[config.mk]
export PLATFORM = sky130hd
export DESIGN_NAME = button_press_gesture_classifier
export DESIGN_NICKNAME = d
export VERILOG_FILES = /design/src/bpg_pkg.sv /design/src/button_press_gesture_classifier.sv
export SDC_FILE = /design/constraint.sdc
export NUM_CORES = 1
export LEC_CHECK = 0
export CORE_MARGIN = 5
export CORE_UTILIZATION = 35
export DETAILED_ROUTE_END_ITERATION = 10
export DONT_BUFFER_PORTS = 1
export SLEW_MARGIN = 25
export SYNTH_ARGS = -nofsm -noshare
export SYNTH_HDL_FRONTEND = slang
export SYNTH_SLANG_ARGS = --single-unit
[constraint.sdc]
create_clock -name clk_i -period 5.65 [get_ports clk_i]
set_clock_uncertainty 0.05 [all_clocks]
set_input_delay 1.13 -clock clk_i [delete_from_list [all_inputs] [get_ports clk_i]]
set_output_delay 1.13 -clock clk_i [all_outputs]
set_load 0.05 [all_outputs]
[src/bpg_pkg.sv]
package bpg_pkg;

  // field widths
  localparam int unsigned TimeW  = 32;
  localparam int unsigned PosW   = 8;
  localparam int unsigned CfgW   = 16;
  localparam int unsigned GestW  = 2;
  localparam int unsigned StateW = 3;

  // stream widths, padded to whole bytes
  localparam int unsigned InDataW  = 48;
  localparam int unsigned OutDataW = 8;

  // configuration register indexes
  localparam logic CfgLongPress   = 1'b0;
  localparam logic CfgDoubleWindow = 1'b1;

  // register reset values
  localparam logic [CfgW-1:0] LongPressRst    = 16'd1000;
  localparam logic [CfgW-1:0] DoubleWindowRst = 16'd400;

  // classifier states
  localparam logic [StateW-1:0] StIdle   = 3'd0;
  localparam logic [StateW-1:0] StFirst  = 3'd1;
  localparam logic [StateW-1:0] StWait   = 3'd2;
  localparam logic [StateW-1:0] StSecond = 3'd3;
  localparam logic [StateW-1:0] StLong   = 3'd4;

  // gesture codes
  localparam logic [GestW-1:0] GNone   = 2'd0;
  localparam logic [GestW-1:0] GSingle = 2'd1;
  localparam logic [GestW-1:0] GDouble = 2'd2;
  localparam logic [GestW-1:0] GLong   = 2'd3;

  // window position limits for the direction pick
  localparam logic [PosW-1:0] PosHigh = 8'd230;
  localparam logic [PosW-1:0] PosLow  = 8'd25;

endpackage

[src/button_press_gesture_classifier.sv]
// button press gesture classifier
//
// input stream (s_axis_*): one transfer per button poll, carrying the sampled
// level, a free-running millisecond timestamp and the rear window position.
// output stream (m_axis_*): exactly one transfer per poll, carrying the gesture
// decided on that poll (none, single, double, long) and, for a double press,
// the chosen window direction.
// config port: cfg_we_i writes cfg_data_i to register cfg_idx_i (0 long press threshold,
// 1 double press window); the user writes only while idle, the block does not enforce it.
//
// a poll is captured in the input register, then classified and written to the
// output register, from which its result transfers to the receiver.
// throughput: one poll per cycle while the receiver takes results, with the
// state update (two 32-bit subtracts and compares) between the two registers.
// when the receiver stalls, the output register holds its result and the
// input register still takes one more poll; after that s_axis_tready drops
// until the output transfer completes.
// reset: state idle, timestamps zero, level not pressed, last direction up,
// thresholds 1000 ms and 400 ms, both registers empty.
module button_press_gesture_classifier
  import bpg_pkg::*;
(
  input  logic                clk_i,
  input  logic                rst_ni,
  // configuration write
  input  logic                cfg_we_i,
  input  logic                cfg_idx_i,
  input  logic [CfgW-1:0]     cfg_data_i,
  // poll input
  input  logic                s_axis_tvalid,
  output logic                s_axis_tready,
  input  logic [InDataW-1:0]  s_axis_tdata,   // button_level, now_ms, window_position, pad
  // gesture output
  output logic                m_axis_tvalid,
  input  logic                m_axis_tready,
  output logic [OutDataW-1:0] m_axis_tdata    // gesture, window_up, pad
);

  // configuration registers
  logic [CfgW-1:0] long_ms_q, dbl_ms_q;

  always_ff @(posedge clk_i or negedge rst_ni) begin
    if (!rst_ni) begin
      long_ms_q <= LongPressRst;
      dbl_ms_q  <= DoubleWindowRst;
    end else if (cfg_we_i) begin
      if (cfg_idx_i == CfgLongPress) long_ms_q <= cfg_data_i;
      else                           dbl_ms_q  <= cfg_data_i;
    end
  end

  // input register
  logic              in_vld_q;
  logic              lvl_q;
  logic [TimeW-1:0]  now_q;
  logic [PosW-1:0]   pos_q;

  // output register
  logic              out_vld_q;
  logic [GestW-1:0]  gest_q;
  logic              up_q;

  // classifier state
  logic [StateW-1:0] state_q, state_d;
  logic [TimeW-1:0]  press_t_q, press_t_d;
  logic [TimeW-1:0]  rel_t_q, rel_t_d;
  logic              prev_lvl_q;
  logic              last_up_q, last_up_d;
  logic [GestW-1:0]  gest_d;
  logic              up_d;

  logic advance;   // registered poll moves into the output register
  logic in_xfer;

  assign advance       = in_vld_q && (!out_vld_q || m_axis_tready);
  assign s_axis_tready = !in_vld_q || advance;
  assign in_xfer       = s_axis_tvalid && s_axis_tready;

  always_ff @(posedge clk_i or negedge rst_ni) begin
    if (!rst_ni) begin
      in_vld_q <= 1'b0;
    end else if (s_axis_tready) begin
      in_vld_q <= s_axis_tvalid;
    end
  end

  always_ff @(posedge clk_i) begin
    if (in_xfer) begin
      lvl_q <= s_axis_tdata[0];
      now_q <= s_axis_tdata[TimeW:1];
      pos_q <= s_axis_tdata[TimeW+PosW:TimeW+1];
    end
  end

  // elapsed times, wrapping modulo 2^32
  logic [TimeW-1:0] since_press, since_rel;
  logic             rising, long_hit, window_over;

  assign since_press = now_q - press_t_q;
  assign since_rel   = now_q - rel_t_q;
  assign rising      = lvl_q && !prev_lvl_q;
  assign long_hit    = since_press >= {{(TimeW-CfgW){1'b0}}, long_ms_q};
  assign window_over = since_rel >= {{(TimeW-CfgW){1'b0}}, dbl_ms_q};

  always_comb begin
    state_d   = state_q;
    press_t_d = press_t_q;
    rel_t_d   = rel_t_q;
    last_up_d = last_up_q;
    gest_d    = GNone;
    up_d      = 1'b0;
    case (state_q)
      StFirst: begin
        if (!lvl_q) begin
          state_d = StWait;
          rel_t_d = now_q;
        end else if (long_hit) begin
          state_d = StLong;
          gest_d  = GLong;
        end
      end
      StWait: begin
        if (rising) begin
          state_d = StSecond;
        end else if (window_over) begin
          state_d = StIdle;
          gest_d  = GSingle;
        end
      end
      StSecond: begin
        if (!lvl_q) begin
          state_d = StIdle;
          gest_d  = GDouble;
          // near either end, roll away from it; otherwise alternate
          if (pos_q > PosHigh)     up_d = 1'b1;
          else if (pos_q < PosLow) up_d = 1'b0;
          else                     up_d = !last_up_q;
          last_up_d = up_d;
        end
      end
      StLong: begin
        if (!lvl_q) state_d = StIdle;
      end
      default: begin
        // idle, and unreachable codes behave as idle
        if (rising) begin
          state_d   = StFirst;
          press_t_d = now_q;
        end else begin
          state_d = StIdle;
        end
      end
    endcase
  end

  always_ff @(posedge clk_i or negedge rst_ni) begin
    if (!rst_ni) begin
      state_q    <= StIdle;
      press_t_q  <= '0;
      rel_t_q    <= '0;
      prev_lvl_q <= 1'b0;
      last_up_q  <= 1'b1;
    end else if (advance) begin
      state_q    <= state_d;
      press_t_q  <= press_t_d;
      rel_t_q    <= rel_t_d;
      prev_lvl_q <= lvl_q;
      last_up_q  <= last_up_d;
    end
  end

  always_ff @(posedge clk_i or negedge rst_ni) begin
    if (!rst_ni) begin
      out_vld_q <= 1'b0;
    end else if (advance) begin
      out_vld_q <= 1'b1;
    end else if (m_axis_tready) begin
      out_vld_q <= 1'b0;
    end
  end

  always_ff @(posedge clk_i) begin
    if (advance) begin
      gest_q <= gest_d;
      up_q   <= up_d;
    end
  end

  assign m_axis_tvalid = out_vld_q;
  assign m_axis_tdata  = {{(OutDataW-GestW-1){1'b0}}, up_q, gest_q};

  // a direction is only ever reported with a double press
  a_up_only_double: assert property (@(posedge clk_i) disable iff (!rst_ni)
    (out_vld_q && up_q) |-> (gest_q == GDouble))
    else $error("window_up set outside a double press");

  // reaching the long threshold while held reports a long press and latches it
  a_long_entry: assert property (@(posedge clk_i) disable iff (!rst_ni)
    (advance && state_q == StFirst && lvl_q && long_hit)
      |=> (state_q == StLong && gest_q == GLong))
    else $error("long press not reported on threshold");

  // a held long press never reports again
  a_long_quiet: assert property (@(posedge clk_i) disable iff (!rst_ni)
    (advance && state_q == StLong) |=> (gest_q == GNone))
    else $error("gesture reported while in long press");

  // input side only stalls when both registers are full and output is blocked
  a_stall_cause: assert property (@(posedge clk_i) disable iff (!rst_ni)
    !s_axis_tready |-> (in_vld_q && out_vld_q && !m_axis_tready))
    else $error("input stalled without a full pipeline");

  // state only moves when a poll is classified
  a_state_hold: assert property (@(posedge clk_i) disable iff (!rst_ni)
    !advance |=> $stable(state_q))
    else $error("state changed without a poll");

endmodule

==> impl_metrics.ini <==
[worst_setup_path]
cpMostUsedCell = a21oi_1
crit_start = now_q[4]$_DFFE_PP_
crit_fanout = 6
crit_path_max_incr_delay_ns = 0.47
cp-end-kind = register
r2r-start = now_q[4]$_DFFE_PP_
slowest_stage = edfxtp_1
critical_path_depth = 18
path_delay_family = compound AO/OA/AOI/OAI gates
crit_type = reg2reg
worst-path-buf-inv = 0
cp.required_ns = 5.78
crit_path_cell_trace = ha_1 > o211ai_1 > a21oi_1 > o21ai_1 > a21oi_1 > nand2b_1 > xor2_1 > ha_1 > a21oi_1 > nor2b_1 > o21ai_0 > o21ai_0 > nor3_1 > nand4_1 > nor4_1 > and4_1 > nor4b_1 > o22ai_1
rr_endpoint = gest_q[0]$_DFFE_PP_
cp-endpoint = gest_q[0]$_DFFE_PP_
critPathLaunchType = register
r2r_slack_ns = 0.87
critPathArrivalTime_ns = 4.91
rr_worst_depth = 18

[power_and_ir_drop]
powerDensity_mw_per_mm2 = 567
p_leak_nw = 4.70
power.total_mw = 6.27
vdd_drop_max_mv = 0.289

[synth]
synth-warning-count = 0
ys_ff_latch = 147
synth_area_mm2 = 0.0101
async_flop_share = 0.701
ys.flop_type = dfrtp_1
syn_area_per_cell_um2 = 9.57
synth_area_leaders = dfrtp_1 (23%), edfxtp_1 (13%), ha_1 (12%)
synth-seq-area-share = 0.386
syn_inst = 1059
synth_top_area_share = 0.230
synth_edf_count = 44
synth.largest_area_cell = dfrtp_1
synth_cell_types = 80

[grt]
antenna_found_initial = 1
overflow = 0
grt_max_degree = 104
grt_pass1_wl_um = 39900
grtUsageTotal = 0.152
grt_pass1_vias = 7360

[timing]
period_minus_slack_ns = 4.78
fin_setup_tns_ns = 0
worstMarginPinSlew_ns = 0.746
hold_violations = 0
period_share = 0.847
max_clock_freq_mhz = 209
report.final.slew_viol_count = 0
relSlewSlack = 0.501
grt_setup_unrepaired = false
finalSetupViolations = 0

[die]
die-area_mm2 = 0.0325
die_w_um = 180
start_util = 0.354
core_area_mm2 = 0.0286
rows = 62
die_h_um = 180
pin_count = 80

[placement]
globalplace.congestion = 0.906
hpwlAfterDp_um = 19100
place_area_mm2 = 0.0105
io_buffers = 0
dpl.cell_count = 1408

[clocking]
tritoncts = built
ctsResizeCount = 0
cts_setup_buffers = 0
root_buffer = clkbuf_16
clock_latency_ns = 0.44
cts.htree.levels = 4
numClockSinks = 147
cts_buffer_depth = 2
holdBufCountCts = 0
clkTransAtPathRegs_ns = 0.07
cts_buffers = 17

[detailed_routing]
dr.pass1.iters = 5
wire_per_inst_um = 17.3
totalWireLength_um = 25000
drc = 0
first_iter_violations = 586
via_count = 7735
ant_nets = 0
routed_via_density = 5.37

[finish]
layout.cells.non_filler = 1441
finalNetCount = 1209
synthToLayoutAreaGrowth_pct = 9.10
post-route-cell-area_mm2 = 0.0111
drive_gt1_frac = 0.134

[worst_hold_path]
hold_class = in2async

[flow_run]
maxCapViolCount = 0

[outcome]
status = complete, no violations
## layout by cell type, fill, tap and decap left out, types with 20 or more instances in the layout
| cell | netlist | routed |
|---|---|---|
| ha_1 | 94 | 94 |
| o21ai_0 | 55 | 55 |
| nand3_1 | 24 | 24 |
| nand2_1 | 99 | 99 |
| mux2_2 | 78 | 78 |
| inv_1 | 106 | 106 |
| nor2_1 | 55 | 55 |
| a21oi_1 | 81 | 81 |
| dfrtp_1 | 93 | 93 |
| xnor2_1 | 28 | 28 |
| nand4_1 | 20 | 20 |
| edfxtp_1 | 44 | 44 |
## worst register-to-register path, cell delays in order, from the launching register on
cell	delay (ns)
edfxtp_1	0.47
ha_1	0.40
o211ai_1	0.11
a21oi_1	0.34
o21ai_1	0.18
a21oi_1	0.47
nand2b_1	0.21
xor2_1	0.17
ha_1	0.27
a21oi_1	0.15
nor2b_1	0.06
o21ai_0	0.25
o21ai_0	0.14
nor3_1	0.24
nand4_1	0.12
nor4_1	0.19
and4_1	0.28
nor4b_1	0.29
o22ai_1	0.11
## routing by layer
metal  up-vias  share of wire  global-route usage  wire, um
met2       223           0.45               0.239     11300
met3        43          0.054              0.0325      1340
met4         0          0.026              0.0502       658
li1       3798              -                   -         -
met5         -              0                   0         0
met1      3671           0.47               0.210     11600
## area by class of cell
type,instances,area [um2]
Multi-Input combinational cell,769,5660
Clock buffer,20,447
Timing Repair Buffer,2,15.0
Sequential cell,147,3910
Clock inverter,12,145
Tap cell,384,480
Inverter,106,398
Fill cell,2888,17600
Antenna cell,1,2.50
## kinds of logic after synthesis
kind of cell,Yosys count,share of synthesized area
compound gates,278,0.183
xor+xnor,45,0.0389
fa+ha+maj,96,0.120
buf+inv,147,0.0583
flops,147,0.386
mux,81,0.0896
other cells,1,0.000370
simple gates,264,0.124
## cells in the mapped netlist (4+ instances only)
master / instances
a21oi_1: 81
a31oi_1: 9
a221oi_1: 4
nor4_1: 5
o21a_1: 12
nor3_1: 17
o21ai_1: 11
a211oi_1: 7
nand2_1: 99
buf_4: 6
edfxtp_1: 44
o31ai_1: 5
or3_1: 4
mux2_2: 78
o22ai_1: 4
clkbuf_1: 27
o211ai_1: 18
o2111ai_1: 6
buf_2: 7
and4_1: 5
nand2b_1: 11
nor2b_1: 4
and2_1: 5
nand4_1: 20
nand3_1: 24
xor2_1: 17
a211o_1: 4
inv_1: 106
dfrtp_1: 93
dfstp_2: 10
o21ai_0: 55
xnor2_1: 28
nor2_1: 55
ha_1: 94
a21o_1: 18
## metrics by stage
stage | util | hold slack [ns] | worst slack (ns)
after global routing | 0.386 | 0.307 | 0.526
final | 0.386 | 0.334 | 0.867
after CTS | 0.386 | 0.309 | 0.892
after floorplan | - | 0.404 | 1.63
after detailed placement | 0.365 | 0.428 | 0.907
after global placement | 0.365 | 0.417 | 0.959
## flip-flops by register name, summed over array words and instances (netlist names)
name,flops
m_axis_tvalid,1
rel_t_q,32
in_vld_q,1
press_t_q,32
pos_q,8
last_up_q,1
lvl_q,1
long_ms_q,16
dbl_ms_q,16
now_q,32
prev_lvl_q,1
state_q,3
up_q,1
gest_q,2
## worst min-delay path by stage
stage | startpoint | endpoint | slack (ns) | depth (start not counted)
floorplan | press_t_q[0]$_DFFE_PN0P_ | press_t_q[0]$_DFFE_PN0P_ | 0.40 | 2
global placement | in_vld_q$_DFFE_PN0N_ | m_axis_tvalid$_DFFE_PN0P_ | 0.42 | 1
detailed placement | in_vld_q$_DFFE_PN0N_ | m_axis_tvalid$_DFFE_PN0P_ | 0.43 | 1
CTS | rst_ni | long_ms_q[11]$_DFFE_PN0P_ | 0.31 | 0
global route | rst_ni | long_ms_q[10]$_DFFE_PN0P_ | 0.31 | 0
finish | rst_ni | long_ms_q[10]$_DFFE_PN0P_ | 0.33 | 0
## report_power, final
group | internal (mW) | switching [mW]
registers | 1.41 | 0.191
logic | 1.47 | 2.02
clock network | 0.671 | 0.502
(Power assumes the default switching activity.)
